File: src/hw/rtl/hkmp_pkg.sv
package hkmp_pkg;

    localparam int NUM_WAIT_REGS = 4;
    localparam int STR_CHARS     = 31;

    // commands
    localparam logic [1:0] CMD_POLL   = 2'd0;
    localparam logic [1:0] CMD_START1 = 2'd1;
    localparam logic [1:0] CMD_START2 = 2'd2;

    // configuration register indexes
    localparam logic [1:0] REG_WAIT_BEFORE_A = 2'd0;
    localparam logic [1:0] REG_WAIT_AFTER_A  = 2'd1;
    localparam logic [1:0] REG_WAIT_BEFORE_B = 2'd2;
    localparam logic [1:0] REG_WAIT_AFTER_B  = 2'd3;

    localparam logic [31:0] WAIT_BEFORE_A_RST = 32'd96000000;
    localparam logic [31:0] WAIT_AFTER_A_RST  = 32'd192000000;
    localparam logic [31:0] WAIT_BEFORE_B_RST = 32'd96000000;
    localparam logic [31:0] WAIT_AFTER_B_RST  = 32'd48000000;

    // script steps
    localparam logic [3:0] STEP_SCRIPT1      = 4'd0;
    localparam logic [3:0] STEP_SCRIPT2      = 4'd5;
    localparam logic [3:0] STEP_BUTTON_RESET = 4'd4;
    localparam logic [3:0] STEP_LAST         = 4'd9;

    // step kinds
    localparam logic [1:0] KIND_SLEEP = 2'd0;
    localparam logic [1:0] KIND_KEY   = 2'd1;
    localparam logic [1:0] KIND_STR   = 2'd2;
    localparam logic [1:0] KIND_BTN   = 2'd3;

    localparam logic [7:0] USAGE_LEFT_ARROW  = 8'h50;
    localparam logic [7:0] USAGE_RIGHT_ARROW = 8'h4F;

    typedef struct packed {
        logic [7:0] modifier_bits;
        logic [7:0] key_slot_first;
        logic [7:0] key_slot_second;
    } hkmp_report_t;

    typedef struct packed {
        logic        advance;
        logic [1:0]  cmd;
        logic [31:0] now_ticks;
        logic        button_left;
        logic        button_right;
    } hkmp_item_t;

    function automatic logic [1:0] step_kind_f(input logic [3:0] step);
        logic [1:0] k;
        case (step)
            4'd0, 4'd2, 4'd5, 4'd7: k = KIND_SLEEP;
            4'd1, 4'd6:             k = KIND_KEY;
            4'd3, 4'd8:             k = KIND_STR;
            default:                k = KIND_BTN;
        endcase
        return k;
    endfunction

    // wait register for sleeps, key index for keys, start position for strings
    function automatic logic [1:0] step_arg_f(input logic [3:0] step);
        logic [1:0] a;
        case (step)
            4'd2:    a = 2'd1;
            4'd5:    a = 2'd2;
            4'd6:    a = 2'd1;
            4'd7:    a = 2'd3;
            4'd8:    a = 2'd1;
            default: a = 2'd0;
        endcase
        return a;
    endfunction

    function automatic logic [7:0] key_mod_f(input logic idx);
        return idx ? 8'h08 : 8'h00;
    endfunction

    function automatic logic [7:0] key_code_f(input logic idx);
        return idx ? 8'h15 : 8'hF0;
    endfunction

    function automatic logic [7:0] str_mod_f(input logic [4:0] pos);
        logic [7:0] m;
        case (pos)
            5'd0:                                  m = 8'd1;
            5'd6, 5'd7, 5'd8, 5'd17, 5'd20, 5'd25: m = 8'd2;
            default:                               m = 8'd0;
        endcase
        return m;
    endfunction

    function automatic logic [7:0] str_code_f(input logic [4:0] pos);
        logic [7:0] c;
        case (pos)
            5'd0:    c = 8'h0F;
            5'd1:    c = 8'h0B;
            5'd2:    c = 8'h17;
            5'd3:    c = 8'h17;
            5'd4:    c = 8'h13;
            5'd5:    c = 8'h16;
            5'd6:    c = 8'h37;
            5'd7:    c = 8'h24;
            5'd8:    c = 8'h24;
            5'd9:    c = 8'h09;
            5'd10:   c = 8'h16;
            5'd11:   c = 8'h38;
            5'd12:   c = 8'h08;
            5'd13:   c = 8'h0C;
            5'd14:   c = 8'h37;
            5'd15:   c = 8'h07;
            5'd16:   c = 8'h08;
            5'd17:   c = 8'h24;
            5'd18:   c = 8'h07;
            5'd19:   c = 8'h08;
            5'd20:   c = 8'h24;
            5'd21:   c = 8'h1B;
            5'd22:   c = 8'h10;
            5'd23:   c = 8'h04;
            5'd24:   c = 8'h16;
            5'd25:   c = 8'h38;
            5'd26:   c = 8'h06;
            5'd27:   c = 8'h04;
            5'd28:   c = 8'h15;
            5'd29:   c = 8'h07;
            5'd30:   c = 8'h28;
            default: c = 8'h00;
        endcase
        return c;
    endfunction

endpackage

File: src/hw/rtl/hkmp_cfg_regs.sv
module hkmp_cfg_regs
    import hkmp_pkg::*;
(
    input  logic        clk,
    input  logic        rst_n,
    input  logic        psel,
    input  logic        penable,
    input  logic        pwrite,
    input  logic [3:0]  paddr,
    input  logic [31:0] pwdata,
    output logic [31:0] prdata,
    output logic        pready,
    output logic [31:0] wait_values [NUM_WAIT_REGS]
);

    logic [31:0] wait_reg [NUM_WAIT_REGS];
    logic        wr_en;
    logic [1:0]  reg_idx;

    assign pready  = 1'b1;
    assign reg_idx = paddr[3:2];
    assign wr_en   = psel && penable && pwrite && pready;

    always_ff @(posedge clk or negedge rst_n)
    begin
        if (!rst_n)
        begin
            wait_reg[REG_WAIT_BEFORE_A] <= WAIT_BEFORE_A_RST;
            wait_reg[REG_WAIT_AFTER_A]  <= WAIT_AFTER_A_RST;
            wait_reg[REG_WAIT_BEFORE_B] <= WAIT_BEFORE_B_RST;
            wait_reg[REG_WAIT_AFTER_B]  <= WAIT_AFTER_B_RST;
        end
        else if (wr_en)
        begin
            wait_reg[reg_idx] <= pwdata;
        end
    end

    assign prdata      = wait_reg[reg_idx];
    assign wait_values = wait_reg;

endmodule

File: src/hw/rtl/hkmp_engine.sv
module hkmp_engine
    import hkmp_pkg::*;
#(
    parameter int STRING_DEPTH = 32
)
(
    input  logic         clk,
    input  logic         rst_n,
    input  hkmp_item_t   item,
    input  logic [31:0]  wait_values [NUM_WAIT_REGS],
    output logic         has_result,
    output hkmp_report_t report
);

    // string end position (exclusive): the first position that is not played
    localparam int          StrEndInt = (STRING_DEPTH - 1 < STR_CHARS) ?
                                        STRING_DEPTH - 1 : STR_CHARS;
    localparam logic [4:0]  STR_END   = 5'(StrEndInt);

    logic [3:0]  script_step_reg,   script_step_next;
    logic [4:0]  char_position_reg, char_position_next;
    logic [1:0]  hold_phase_reg,    hold_phase_next;
    logic [31:0] sleep_start_reg,   sleep_start_next;

    logic [1:0]  kind;
    logic [1:0]  arg;
    logic [31:0] elapsed;
    logic        enter_en;
    logic [3:0]  enter_step;
    logic [1:0]  enter_kind;
    logic        str_end;

    assign kind       = step_kind_f(script_step_reg);
    assign arg        = step_arg_f(script_step_reg);
    assign elapsed    = item.now_ticks - sleep_start_reg;
    assign str_end    = (char_position_reg >= STR_END);

    always_comb
    begin
        has_result         = 1'b0;
        report             = '0;
        enter_en           = 1'b0;
        enter_step         = script_step_reg + 4'd1;
        hold_phase_next    = hold_phase_reg;
        char_position_next = char_position_reg;

        case (item.cmd)
            CMD_START1:
            begin
                enter_en   = 1'b1;
                enter_step = STEP_SCRIPT1;
            end
            CMD_START2:
            begin
                enter_en   = 1'b1;
                enter_step = STEP_SCRIPT2;
            end
            CMD_POLL:
            begin
                has_result = 1'b1;
                case (kind)
                    KIND_SLEEP:
                    begin
                        enter_en = (elapsed >= wait_values[arg]);
                    end
                    KIND_KEY:
                    begin
                        if (hold_phase_reg <= 2'd1)
                        begin
                            report.modifier_bits  = key_mod_f(arg[0]);
                            report.key_slot_first = key_code_f(arg[0]);
                            hold_phase_next       = hold_phase_reg + 2'd1;
                        end
                        else
                        begin
                            enter_en = 1'b1;
                        end
                    end
                    KIND_STR:
                    begin
                        if (!str_end)
                        begin
                            if (hold_phase_reg <= 2'd1)
                            begin
                                report.modifier_bits  = str_mod_f(char_position_reg);
                                report.key_slot_first = str_code_f(char_position_reg);
                            end
                            // 2-bit phase wraps 3 -> 0 on release end
                            hold_phase_next = hold_phase_reg + 2'd1;
                            if (hold_phase_reg == 2'd3)
                            begin
                                char_position_next = char_position_reg + 5'd1;
                            end
                        end
                        else
                        begin
                            enter_en = 1'b1;
                        end
                    end
                    default:
                    begin
                        if (item.button_left)
                        begin
                            report.key_slot_first = USAGE_LEFT_ARROW;
                            if (item.button_right)
                            begin
                                report.key_slot_second = USAGE_RIGHT_ARROW;
                            end
                        end
                        else if (item.button_right)
                        begin
                            report.key_slot_first = USAGE_RIGHT_ARROW;
                        end
                    end
                endcase
            end
            default:
            begin
            end
        endcase

        enter_kind       = step_kind_f(enter_step);
        script_step_next = script_step_reg;
        sleep_start_next = sleep_start_reg;
        if (enter_en)
        begin
            script_step_next = enter_step;
            case (enter_kind)
                KIND_SLEEP:
                begin
                    sleep_start_next = item.now_ticks;
                end
                KIND_KEY:
                begin
                    hold_phase_next = 2'd0;
                end
                KIND_STR:
                begin
                    hold_phase_next    = 2'd0;
                    char_position_next = {3'd0, step_arg_f(enter_step)};
                end
                default:
                begin
                end
            endcase
        end
    end

    always_ff @(posedge clk or negedge rst_n)
    begin
        if (!rst_n)
        begin
            script_step_reg   <= STEP_BUTTON_RESET;
            char_position_reg <= '0;
            hold_phase_reg    <= '0;
            sleep_start_reg   <= '0;
        end
        else if (item.advance)
        begin
            script_step_reg   <= script_step_next;
            char_position_reg <= char_position_next;
            hold_phase_reg    <= hold_phase_next;
            sleep_start_reg   <= sleep_start_next;
        end
    end

`ifndef NO_ASSERTIONS
    a_step_range: assert property (@(posedge clk) disable iff (!rst_n)
        script_step_reg <= STEP_LAST)
        else $error("script step out of range");

    a_key_phase: assert property (@(posedge clk) disable iff (!rst_n)
        (kind == KIND_KEY) |-> (hold_phase_reg <= 2'd2))
        else $error("key hold phase overran");

    a_pos_bound: assert property (@(posedge clk) disable iff (!rst_n)
        char_position_reg <= STR_END)
        else $error("string position past end");

    a_start_sleep: assert property (@(posedge clk) disable iff (!rst_n)
        (item.advance && (item.cmd == CMD_START1 || item.cmd == CMD_START2))
        |=> (kind == KIND_SLEEP) && (sleep_start_reg == $past(item.now_ticks)))
        else $error("start command did not enter sleep");
`endif

endmodule

File: src/hw/rtl/hid_keystroke_macro_player_unit.sv
// Path: a transaction waits in the input register; a poll's report then goes to the output
//   register. Throughput: one transaction per cycle unless a poll stalls; the registers
//   form a two-stage flow, and the script state updates in the same cycle it is read.
// Start and unused commands produce no report and pass through without waiting on output.
// Reset (rst_n, async active low): button mode, string position 0, hold phase 0,
//   sleep start 0, wait registers at their documented defaults, both channels empty.
module hid_keystroke_macro_player_unit
    import hkmp_pkg::*;
#(
    parameter int STRING_DEPTH = 32
)
(
    input  logic        clk,
    input  logic        rst_n,

    // APB-style configuration port
    input  logic        psel,
    input  logic        penable,
    input  logic        pwrite,
    input  logic [3:0]  paddr,
    input  logic [31:0] pwdata,
    output logic [31:0] prdata,
    output logic        pready,

    // input channel
    input  logic        in_valid,
    output logic        in_stall,
    input  logic [1:0]  cmd,
    input  logic [31:0] now_ticks,
    input  logic        button_left,
    input  logic        button_right,

    // output channel
    output logic        out_valid,
    input  logic        out_stall,
    output logic [7:0]  modifier_bits,
    output logic [7:0]  key_slot_first,
    output logic [7:0]  key_slot_second
);

    logic [31:0]  wait_values [NUM_WAIT_REGS];

    // input stage
    logic         in_valid_reg;
    logic [1:0]   cmd_reg;
    logic [31:0]  now_ticks_reg;
    logic         button_left_reg;
    logic         button_right_reg;

    // output stage
    logic         out_valid_reg;
    hkmp_report_t report_reg;

    hkmp_item_t   item;
    logic         has_result;
    hkmp_report_t report;
    logic         out_free;
    logic         advance;
    logic         in_take;

    hkmp_cfg_regs u_cfg (
        .clk         (clk),
        .rst_n       (rst_n),
        .psel        (psel),
        .penable     (penable),
        .pwrite      (pwrite),
        .paddr       (paddr),
        .pwdata      (pwdata),
        .prdata      (prdata),
        .pready      (pready),
        .wait_values (wait_values)
    );

    // The held transaction moves on when it needs no report slot, or when the
    // output register is empty or being drained this cycle.
    assign out_free = !out_valid_reg || !out_stall;
    assign advance  = in_valid_reg && ((cmd_reg != CMD_POLL) || out_free);
    assign in_stall = in_valid_reg && !advance;
    assign in_take  = in_valid && !in_stall;

    assign item.advance      = advance;
    assign item.cmd          = cmd_reg;
    assign item.now_ticks    = now_ticks_reg;
    assign item.button_left  = button_left_reg;
    assign item.button_right = button_right_reg;

    hkmp_engine #(
        .STRING_DEPTH (STRING_DEPTH)
    ) u_engine (
        .clk         (clk),
        .rst_n       (rst_n),
        .item        (item),
        .wait_values (wait_values),
        .has_result  (has_result),
        .report      (report)
    );

    // input register: control
    always_ff @(posedge clk or negedge rst_n)
    begin
        if (!rst_n)
        begin
            in_valid_reg <= 1'b0;
        end
        else if (in_take)
        begin
            in_valid_reg <= 1'b1;
        end
        else if (advance)
        begin
            in_valid_reg <= 1'b0;
        end
    end

    // input register: payload
    always_ff @(posedge clk)
    begin
        if (in_take)
        begin
            cmd_reg          <= cmd;
            now_ticks_reg    <= now_ticks;
            button_left_reg  <= button_left;
            button_right_reg <= button_right;
        end
    end

    // output register
    always_ff @(posedge clk or negedge rst_n)
    begin
        if (!rst_n)
        begin
            out_valid_reg <= 1'b0;
        end
        else if (advance && has_result)
        begin
            out_valid_reg <= 1'b1;
        end
        else if (!out_stall)
        begin
            out_valid_reg <= 1'b0;
        end
    end

    always_ff @(posedge clk)
    begin
        if (advance && has_result)
        begin
            report_reg <= report;
        end
    end

    assign out_valid       = out_valid_reg;
    assign modifier_bits   = report_reg.modifier_bits;
    assign key_slot_first  = report_reg.key_slot_first;
    assign key_slot_second = report_reg.key_slot_second;

endmodule
File: config.mk
export PLATFORM = sky130hd
export DESIGN_NAME = hid_keystroke_macro_player_unit
export DESIGN_NICKNAME = d
export VERILOG_FILES = /design/src/hw/rtl/hkmp_pkg.sv /design/src/hw/rtl/hkmp_cfg_regs.sv /design/src/hw/rtl/hkmp_engine.sv /design/src/hw/rtl/hid_keystroke_macro_player_unit.sv
export SDC_FILE = /design/constraint.sdc
export NUM_CORES = 1
export LEC_CHECK = 0
export BUFFER_PORTS_ARGS = -buffer_cell sky130_fd_sc_hd__buf_2
export CAP_MARGIN = 20
export CORE_MARGIN = 2
export CORE_UTILIZATION = 30
export DETAILED_ROUTE_END_ITERATION = 8
export GPL_TIMING_DRIVEN = 0
export MAX_ROUTING_LAYER = met4
export SLEW_MARGIN = 20
export SYNTH_ARGS = -nofsm -noshare
export SYNTH_HDL_FRONTEND = slang
export SYNTH_SLANG_ARGS = --single-unit
File: constraint.sdc
create_clock -name clk -period 5.8 [get_ports clk]
set_clock_uncertainty 0.1 [all_clocks]
set_input_delay 0.87 -clock clk [delete_from_list [all_inputs] [get_ports clk]]
set_output_delay 0.87 -clock clk [all_outputs]
set_load 0.01 [all_outputs]
# Yosys cells after proc, flatten, opt, wreduce, memory -nomap -nowiden
# Memory sizes are Yosys's and may differ from the RTL's.
# Index checks and enable logic that the tools add are counted.
# W data, S select, Z words.
[op_classes] mul=0 n_bitwise=4 n_lt_le_gt_ge=6 n_div=0 n_shift=0 muxes=43 reduce_logical=27 n_addsub=4 eq_ne=24
[op_table] cell="$mux W32" count=5
[op_table] cell="$bmux W32 S2" count=2
[op_table] cell="$bwmux W128" count=1
[op_table] cell="$demux W32 S2" count=1
[op_table] cell="$mux W16" count=3
[op_table] cell="$ge A32 B32 Y1" count=1
[op_table] cell="$sub A32 B32 Y32" count=1
[op_table] cell="$mux W5" count=6
[op_table] cell="$eq A4 B3 Y1 const B" count=6
[op_table] cell="$pmux W8 S3" count=1
[op_table] cell="$pmux W8 S2" count=1
[op_table] cell="$eq A5 B5 Y1 const B" count=3
[op_table] cell="$mux W7" count=2
[op_table] cell="$pmux W2 S3" count=2
[op_table] cell="$eq A5 B3 Y1 const B" count=2
[op_table] cell="$mux W2" count=5
[op_table] cell="$eq A2 B2 Y1 const B" count=4
[op_table] cell="$eq A4 B2 Y1 const B" count=2
[op_table] cell="$eq A4 B4 Y1 const B" count=2
[op_table] cell="$mux W8" count=1
[op_table] cell="$pmux W2 S2" count=2
[op_table] cell="$pmux W4 S2" count=1
[op_table] cell="$logic_and A1 B1 Y1" count=7
[op_table] cell="$mux W1" count=7
[op_table] cell="26 further kinds" count=40
[totals] regBits=233 ram_bits=0 out_inout_bits=59 latchBits=0 input_bits=79 n_memories=3 wordCells=128 romBits=256
[memory_table] memory="(no name shown)" depth=32 word_bits=6 rd=1 rd_ports_with_merged_regs=0 wr=0 line="hkmp_pkg.sv:96" rtl="case (pos)"
[memory_table] memory="(no name shown)" depth=16 word_bits=2 rd=1 rd_ports_with_merged_regs=0 wr=0 line="hkmp_pkg.sv:53" rtl="case (step)"
[memory_table] memory="(no name shown)" depth=16 word_bits=2 rd=1 rd_ports_with_merged_regs=0 wr=0 line="hkmp_pkg.sv:53"

# Logic depth before layout (Yosys ltp)
[depth] depth_word=11 mapped_depth=22 ltp_nobuf=21

# Cells and area by module
# Synthesis repeated with hierarchy kept, for this count alone.
[hier_totals] cells_unflattened=1263 hier_area_um2=13902.1
[modules_own_cells] mod="hkmp_engine" n_inst=1 cells_each=874 seq_area_each_um2=1077.3 area_per_inst_um2=6344.8
[modules_own_cells] mod="hkmp_cfg_regs" n_inst=1 cells_each=318 seq_area_each_um2=3253.1 area_per_inst_um2=5650.4
[modules_own_cells] mod="hid_keystroke_macro_player_unit" n_inst=1 cells_each=71 seq_area_each_um2=1851.8 area_per_inst_um2=1906.8

# Least setup slack after synthesis
# OpenSTA, ideal clock, no wires.
[synth_path] path_type="reg-to-reg" start="register now_ticks_reg[0]" end="register u_engine.sleep_start_reg[10]" setup_ns=0.128 period_less_slack_ns=4.586 arrival_time_ns=4.359 slack_ns=1.214 path_buffers=1 required_time_ns=5.572 path_stages_with_launch=23 path_cell_list="edfxtp_1 inv_1 ha_1 inv_1 fa_1 a211oi_1 o211ai_1 a41oi_2 o21bai_2 o21ai_1 o21ai_1 a221oi_1 xnor2_1 ha_1 nand4_1 nor4_2 a221oi_1 o211ai_1 a31oi_4 nor2_4 nand2_2 buf_4 mux2_1"
[synth_via] elab_chain_cells=5
[synth_lines] element="start, declared" line="hid_keystroke_macro_player_unit.sv:46" rtl="logic [31:0] now_ticks_reg;"
[synth_lines] element="start signal, assigned" line="hid_keystroke_macro_player_unit.sv:121" rtl="now_ticks_reg <= now_ticks;"
[synth_lines] element="$sub A32 B32 Y32" line="hkmp_engine.sv:35" rtl="assign elapsed = item.now_ticks - sleep_start_reg;"
[synth_lines] element="$ge A32 B32 Y1" line="hkmp_engine.sv:64" rtl="enter_en = (elapsed >= wait_values[arg]);"
[synth_lines] element="$pmux W1 S3" line="hkmp_engine.sv:61" rtl="case (kind)"
[synth_lines] element="$pmux W1 S2" line="hkmp_engine.sv:47" rtl="case (item.cmd)"
[synth_lines] element="$reduce_and A3 Y1 (no line)"
[synth_lines] element="end signal, assigned" line="hkmp_engine.sv:163" rtl="sleep_start_reg <= sleep_start_next;"
[synth_lines] element="end, declared" line="hkmp_engine.sv:23" rtl="logic [31:0] sleep_start_reg, sleep_start_next;"
# No other way between the ends.
# A chain may end at the register's enable or synchronous reset.

# Final worst setup path
[layout_path] start="register u_engine.script_step_reg[0]" end="register u_engine.sleep_start_reg[21]"
[layout_via] elab_chain_cells=11 elab_cells_between_ends=23 classes_between="add/sub (1); order compare (1); eq/ne (7); mux (7); bitwise (1); reduce/logical (4); memory (2)"
[layout_lines] element="start, declared" line="hkmp_engine.sv:20" rtl="logic [3:0] script_step_reg, script_step_next;"
[layout_lines] element="start signal, assigned" line="hkmp_engine.sv:160" rtl="script_step_reg <= script_step_next;"
[layout_lines] element="$eq A4 B2 Y1, or another cell as far along" line="hkmp_pkg.sv:65" rtl="case (step)"
[layout_lines] element="$reduce_or A3 Y1 (no line)"
[layout_lines] element="$pmux W2 S3" line="hkmp_pkg.sv:65"
[layout_lines] element="$not A2 Y3 (not written as such)" line="hkmp_engine.sv:64"
[layout_lines] element="$bmux W32 S2" line="hkmp_engine.sv:64"
[layout_lines] element="$mux W32 (not written as such) (2 in series)" line="hkmp_engine.sv:64"
[layout_lines] element="$ge A32 B32 Y1" line="hkmp_engine.sv:64"
[layout_lines] element="$pmux W1 S3" line="hkmp_engine.sv:61"
[layout_lines] element="$pmux W1 S2" line="hkmp_engine.sv:47"
[layout_lines] element="$reduce_and A3 Y1 (no line) *"
# Mark *: on every way between the ends. The rest lies on a longest branch, timed or not. The select of a mux whose other input is x is not followed.

==> summary.txt <==
Route
  • First drt pass iteration count: 5
  • Residual DRC: 0
  • Final WL: 36.0 mm
  • Iter 0 DRT Violations: roughly 550
  • Via/cell ratio: 4.98
  • Via count: between 10,000 and 15,000
  • DRT antenna net count: 0
  • WL/cell: 17.7 microns

Worst setup path
  • WP depth: 18
  • Peak per-stage delay on the critical path: 520 ps
  • R2r setup slk: 380 ps
  • Setup CP Type: flip-flop to flip-flop
  • Worst R2R Start: u_engine.script_step_reg[0]$_DFFE_PN0P_
  • Crit path max-delay family: compound AO/OA/AOI/OAI gates
  • Worst reg2reg endpoint: u_engine.sleep_start_reg[21]$_DFFE_PN0P_
  • Crit Path Max Fanout: 10
  • CP max-delay cell: o311ai_2
  • Worst EP required: 6120 ps
  • Worst path arrival time: 5740 ps
  • Critical path, cell by cell: clkbuf_1 > inv_1 > ha_1 > a21oi_1 > o21ai_1 > clkbuf_2 > clkbuf_1 > o21ai_0 > ha_1 > nand2_1 > o21ai_1 > a211oi_1 > o311ai_2 > a31oi_4 > nor2_4 > nand2_2 > buf_4 > mux2_1
  • WP buf/inv: 5
  • Worst r2r path cells: 18
  • Setup crit end kind: flip-flop
  • Startpoint types: flip-flop

Yosys
  • Commonest cells post-synth: 199 x nand2_1, 133 x mux2_2, 132 x dfrtp_1
  • Mean post-synth cell area: between 10 and 15 sq um
  • Syn Inst Count: 1,258
  • XOR/XNOR Fraction of Synth Area: 0.0202
  • Top_reg_cell synth: dfrtp_1
  • Synth Area in Compound Gates: 0.106
  • Area leader, netlist: dfrtp_1
  • Register area share after synthesis: 0.433
  • Synth warnings: 0
  • Post-synth cell types: 75
  • Mux cell area share after synthesis: 0.193
  • Post-synthesis cell area: 13,500 sq um
  • Largest family of logic cells by synthesized area: multiplexers
  • Post-Synth Adder-Cell Area: 0.0815
  • Most frequent cell after synthesis: nand2_1
  • Area contributors post-synth: dfrtp_1 25%, mux2_2 11%, edfxtp_1 11%
  • Yosys reg bits: 221
  • Synth Area in Simple Gates: 0.124
  • Ys async rst share: 0.783
  • Post-synth EDFFs: 48
  • Post-synth top area share: 0.245

Timing
  • Final period utilization: 0.934
  • RSZ-0062 raised after global routing: false
  • Slew @ Worst Pin: 973 ps
  • Final Max Tran Viols: 0
  • Final Hold Fails: 0
  • Hold WS: 118 ps
  • Worst setup margin: 385 ps
  • FMAX: 185 MHz
  • Slew HR: 0.347
  • Setup violators final: 0
  • Final Critical Period: 5420 ps

Floorplanning
  • Die height: approximately 220 microns
  • Initial Util: 0.304
  • Die X: 216 microns
  • DIE AREA: about 47,000 sq um
  • I/O pin count: 138
  • Row cnt: 77
  • Core Region: between 40,000 and 50,000 sq um

Power
  • Clk pwr share: 0.198
  • Worst VDD drop: between 0.3 and 0.4 mV
  • Leakage power: 6.83 nW
  • Int Pwr: 4.56 mW
  • Switching power share of the total: 0.415
  • P per Cell Area: roughly 490 nW/um^2
  • Logic pwr share: 0.511
  • Flop pwr share: 0.291
  • Switch Pwr: 3.23 mW

Place
  • Dpl cells: 1,984
  • IO Port Bufs: 124
  • Worst slack at placement: -205 ps
  • Hpwl dp: between 20 and 30 mm
  • Placer Congestion: roughly 0.86

Global routing
  • Total GRT Usage: 0.160
  • Initial antenna violation count: 8
  • Vias in the first global route: 9,997
  • First-pass GRT wire length: 57.0 mm
  • Largest net degree at the start of global routing: 66
  • Remaining Overflow, GRT: 0

Finish
  • Post-layout nets: 1,585
  • Syn-to-layout area delta: 17.1%
  • Fin cells: 2,035
  • Max FFs per register: 128
  • Share of cells above drive strength 1: 0.289

CTS
  • CTS tree: done
  • H-Tree Depth: 1
  • Worst-skew pair later-pin latency: 560 ps
  • Post-CTS Setup Bufs: 0
  • Clk pin slew, worst setup/hold paths: around 60 ps
  • Clk sink count: 221
  • Root Buffer: clkbuf_16
  • Num CTS Buffers: 25
  • Clk buf depth: 3

Flow run
  • Max-cap violations: 0

Hold path
  • Hold Crit Class: primary input to asynchronous set/reset pin

Status
  • Status: finished clean
cell families after synthesis:
group                      count (synthesis)
and+or+nand+nor                          362
DFF                                      221
AOI/OAI and AO/OA                        218
muxes                                    199
buffers and inverters                    138
adders and majority gates                 87
xor gates and xnor gates                  31
other                                      2
timing repair:
action	in CTS	in global routing
hold endpoints to repair	0	0
gates resized for setup	2	6
setup endpoints to repair	31	30
hold buffers	0	0
routing by layer:
metal | wire length [microns] | vias to the layer above | track usage
met2 | 17000 | 290 | 0.261
met3 | 2430 | 53 | 0.0310
met1 | 15800 | 4936 | 0.207
li1 | - | 4861 | -
met4 | 751 | 0 | 0.0338
met5 | 0 | - | -
power by group through the flow:
stage / logic, mW / registers (mW) / clock network (mW)
2_1_floorplan: 2.88 / 2.22 / 0
3_3_place_gp: 3.83 / 2.28 / 0
3_5_place_dp: 3.92 / 2.30 / 0
4_1_cts: 3.95 / 2.27 / 1.59
5_1_grt: 4.48 / 2.32 / 1.66
6_report: 3.99 / 2.27 / 1.54
cells in the final DEF, fill, tap and decap left out, types with 11 or more instances in the layout:
cell         n
nand2_1    199
mux2_2     133
dfrtp_1    132
buf_2      124
ha_1        86
o21ai_0     65
inv_1       64
nand3_1     52
edfxtp_1    48
clkbuf_1    47
a21oi_1     47
dfstp_2     41
mux4_2      32
nor2_1      31
mux2_1      30
clkbuf_16   25
xnor2_1     23
buf_4       16
a21o_1      14
and3_1      12
nor3_1      11
o211ai_1    11
a211oi_1    11
per-stage QoR:
step           utilization  TNS, ps  area (sq um)  total power, mW
3_3_place_gp         0.336    -6950         14800             6.10
2_1_floorplan            -        0         13500             5.10
6_report             0.356        0         15800             7.80
5_1_grt              0.356        0         15800             8.47
3_5_place_dp         0.338    -5320         14900             6.22
4_1_cts              0.355        0         15700             7.81
worst max-delay path by stage:
stage	startpoint	endpoint	slack, ps
global placement	u_engine.script_step_reg[0]$_DFFE_PN0P_	u_engine.sleep_start_reg[2]$_DFFE_PN0P_	-240
global route	now_ticks_reg[0]$_DFFE_PP_	u_engine.sleep_start_reg[21]$_DFFE_PN0P_	70
CTS	u_engine.script_step_reg[2]$_DFFE_PN1P_	u_engine.sleep_start_reg[16]$_DFFE_PN0P_	180
finish	u_engine.script_step_reg[0]$_DFFE_PN0P_	u_engine.sleep_start_reg[21]$_DFFE_PN0P_	380
floorplan	now_ticks_reg[0]$_DFFE_PP_	u_engine.sleep_start_reg[10]$_DFFE_PN0P_	1210
detailed placement	u_engine.script_step_reg[2]$_DFFE_PN1P_	u_engine.sleep_start_reg[16]$_DFFE_PN0P_	-210
cell type report:
cell class / count / area, sq um
Clock buffer: 31 / 678
Fill cell: 4422 / 28500
Clock inverter: 15 / 109
Timing Repair Buffer: 127 / 706
Buffer: 74 / 344
Multi-Input combinational cell: 906 / 7110
Inverter: 64 / 240
Tap cell: 592 / 741
Sequential cell: 221 / 5820
Antenna cell: 5 / 12.5
(Power assumes the default switching activity.)
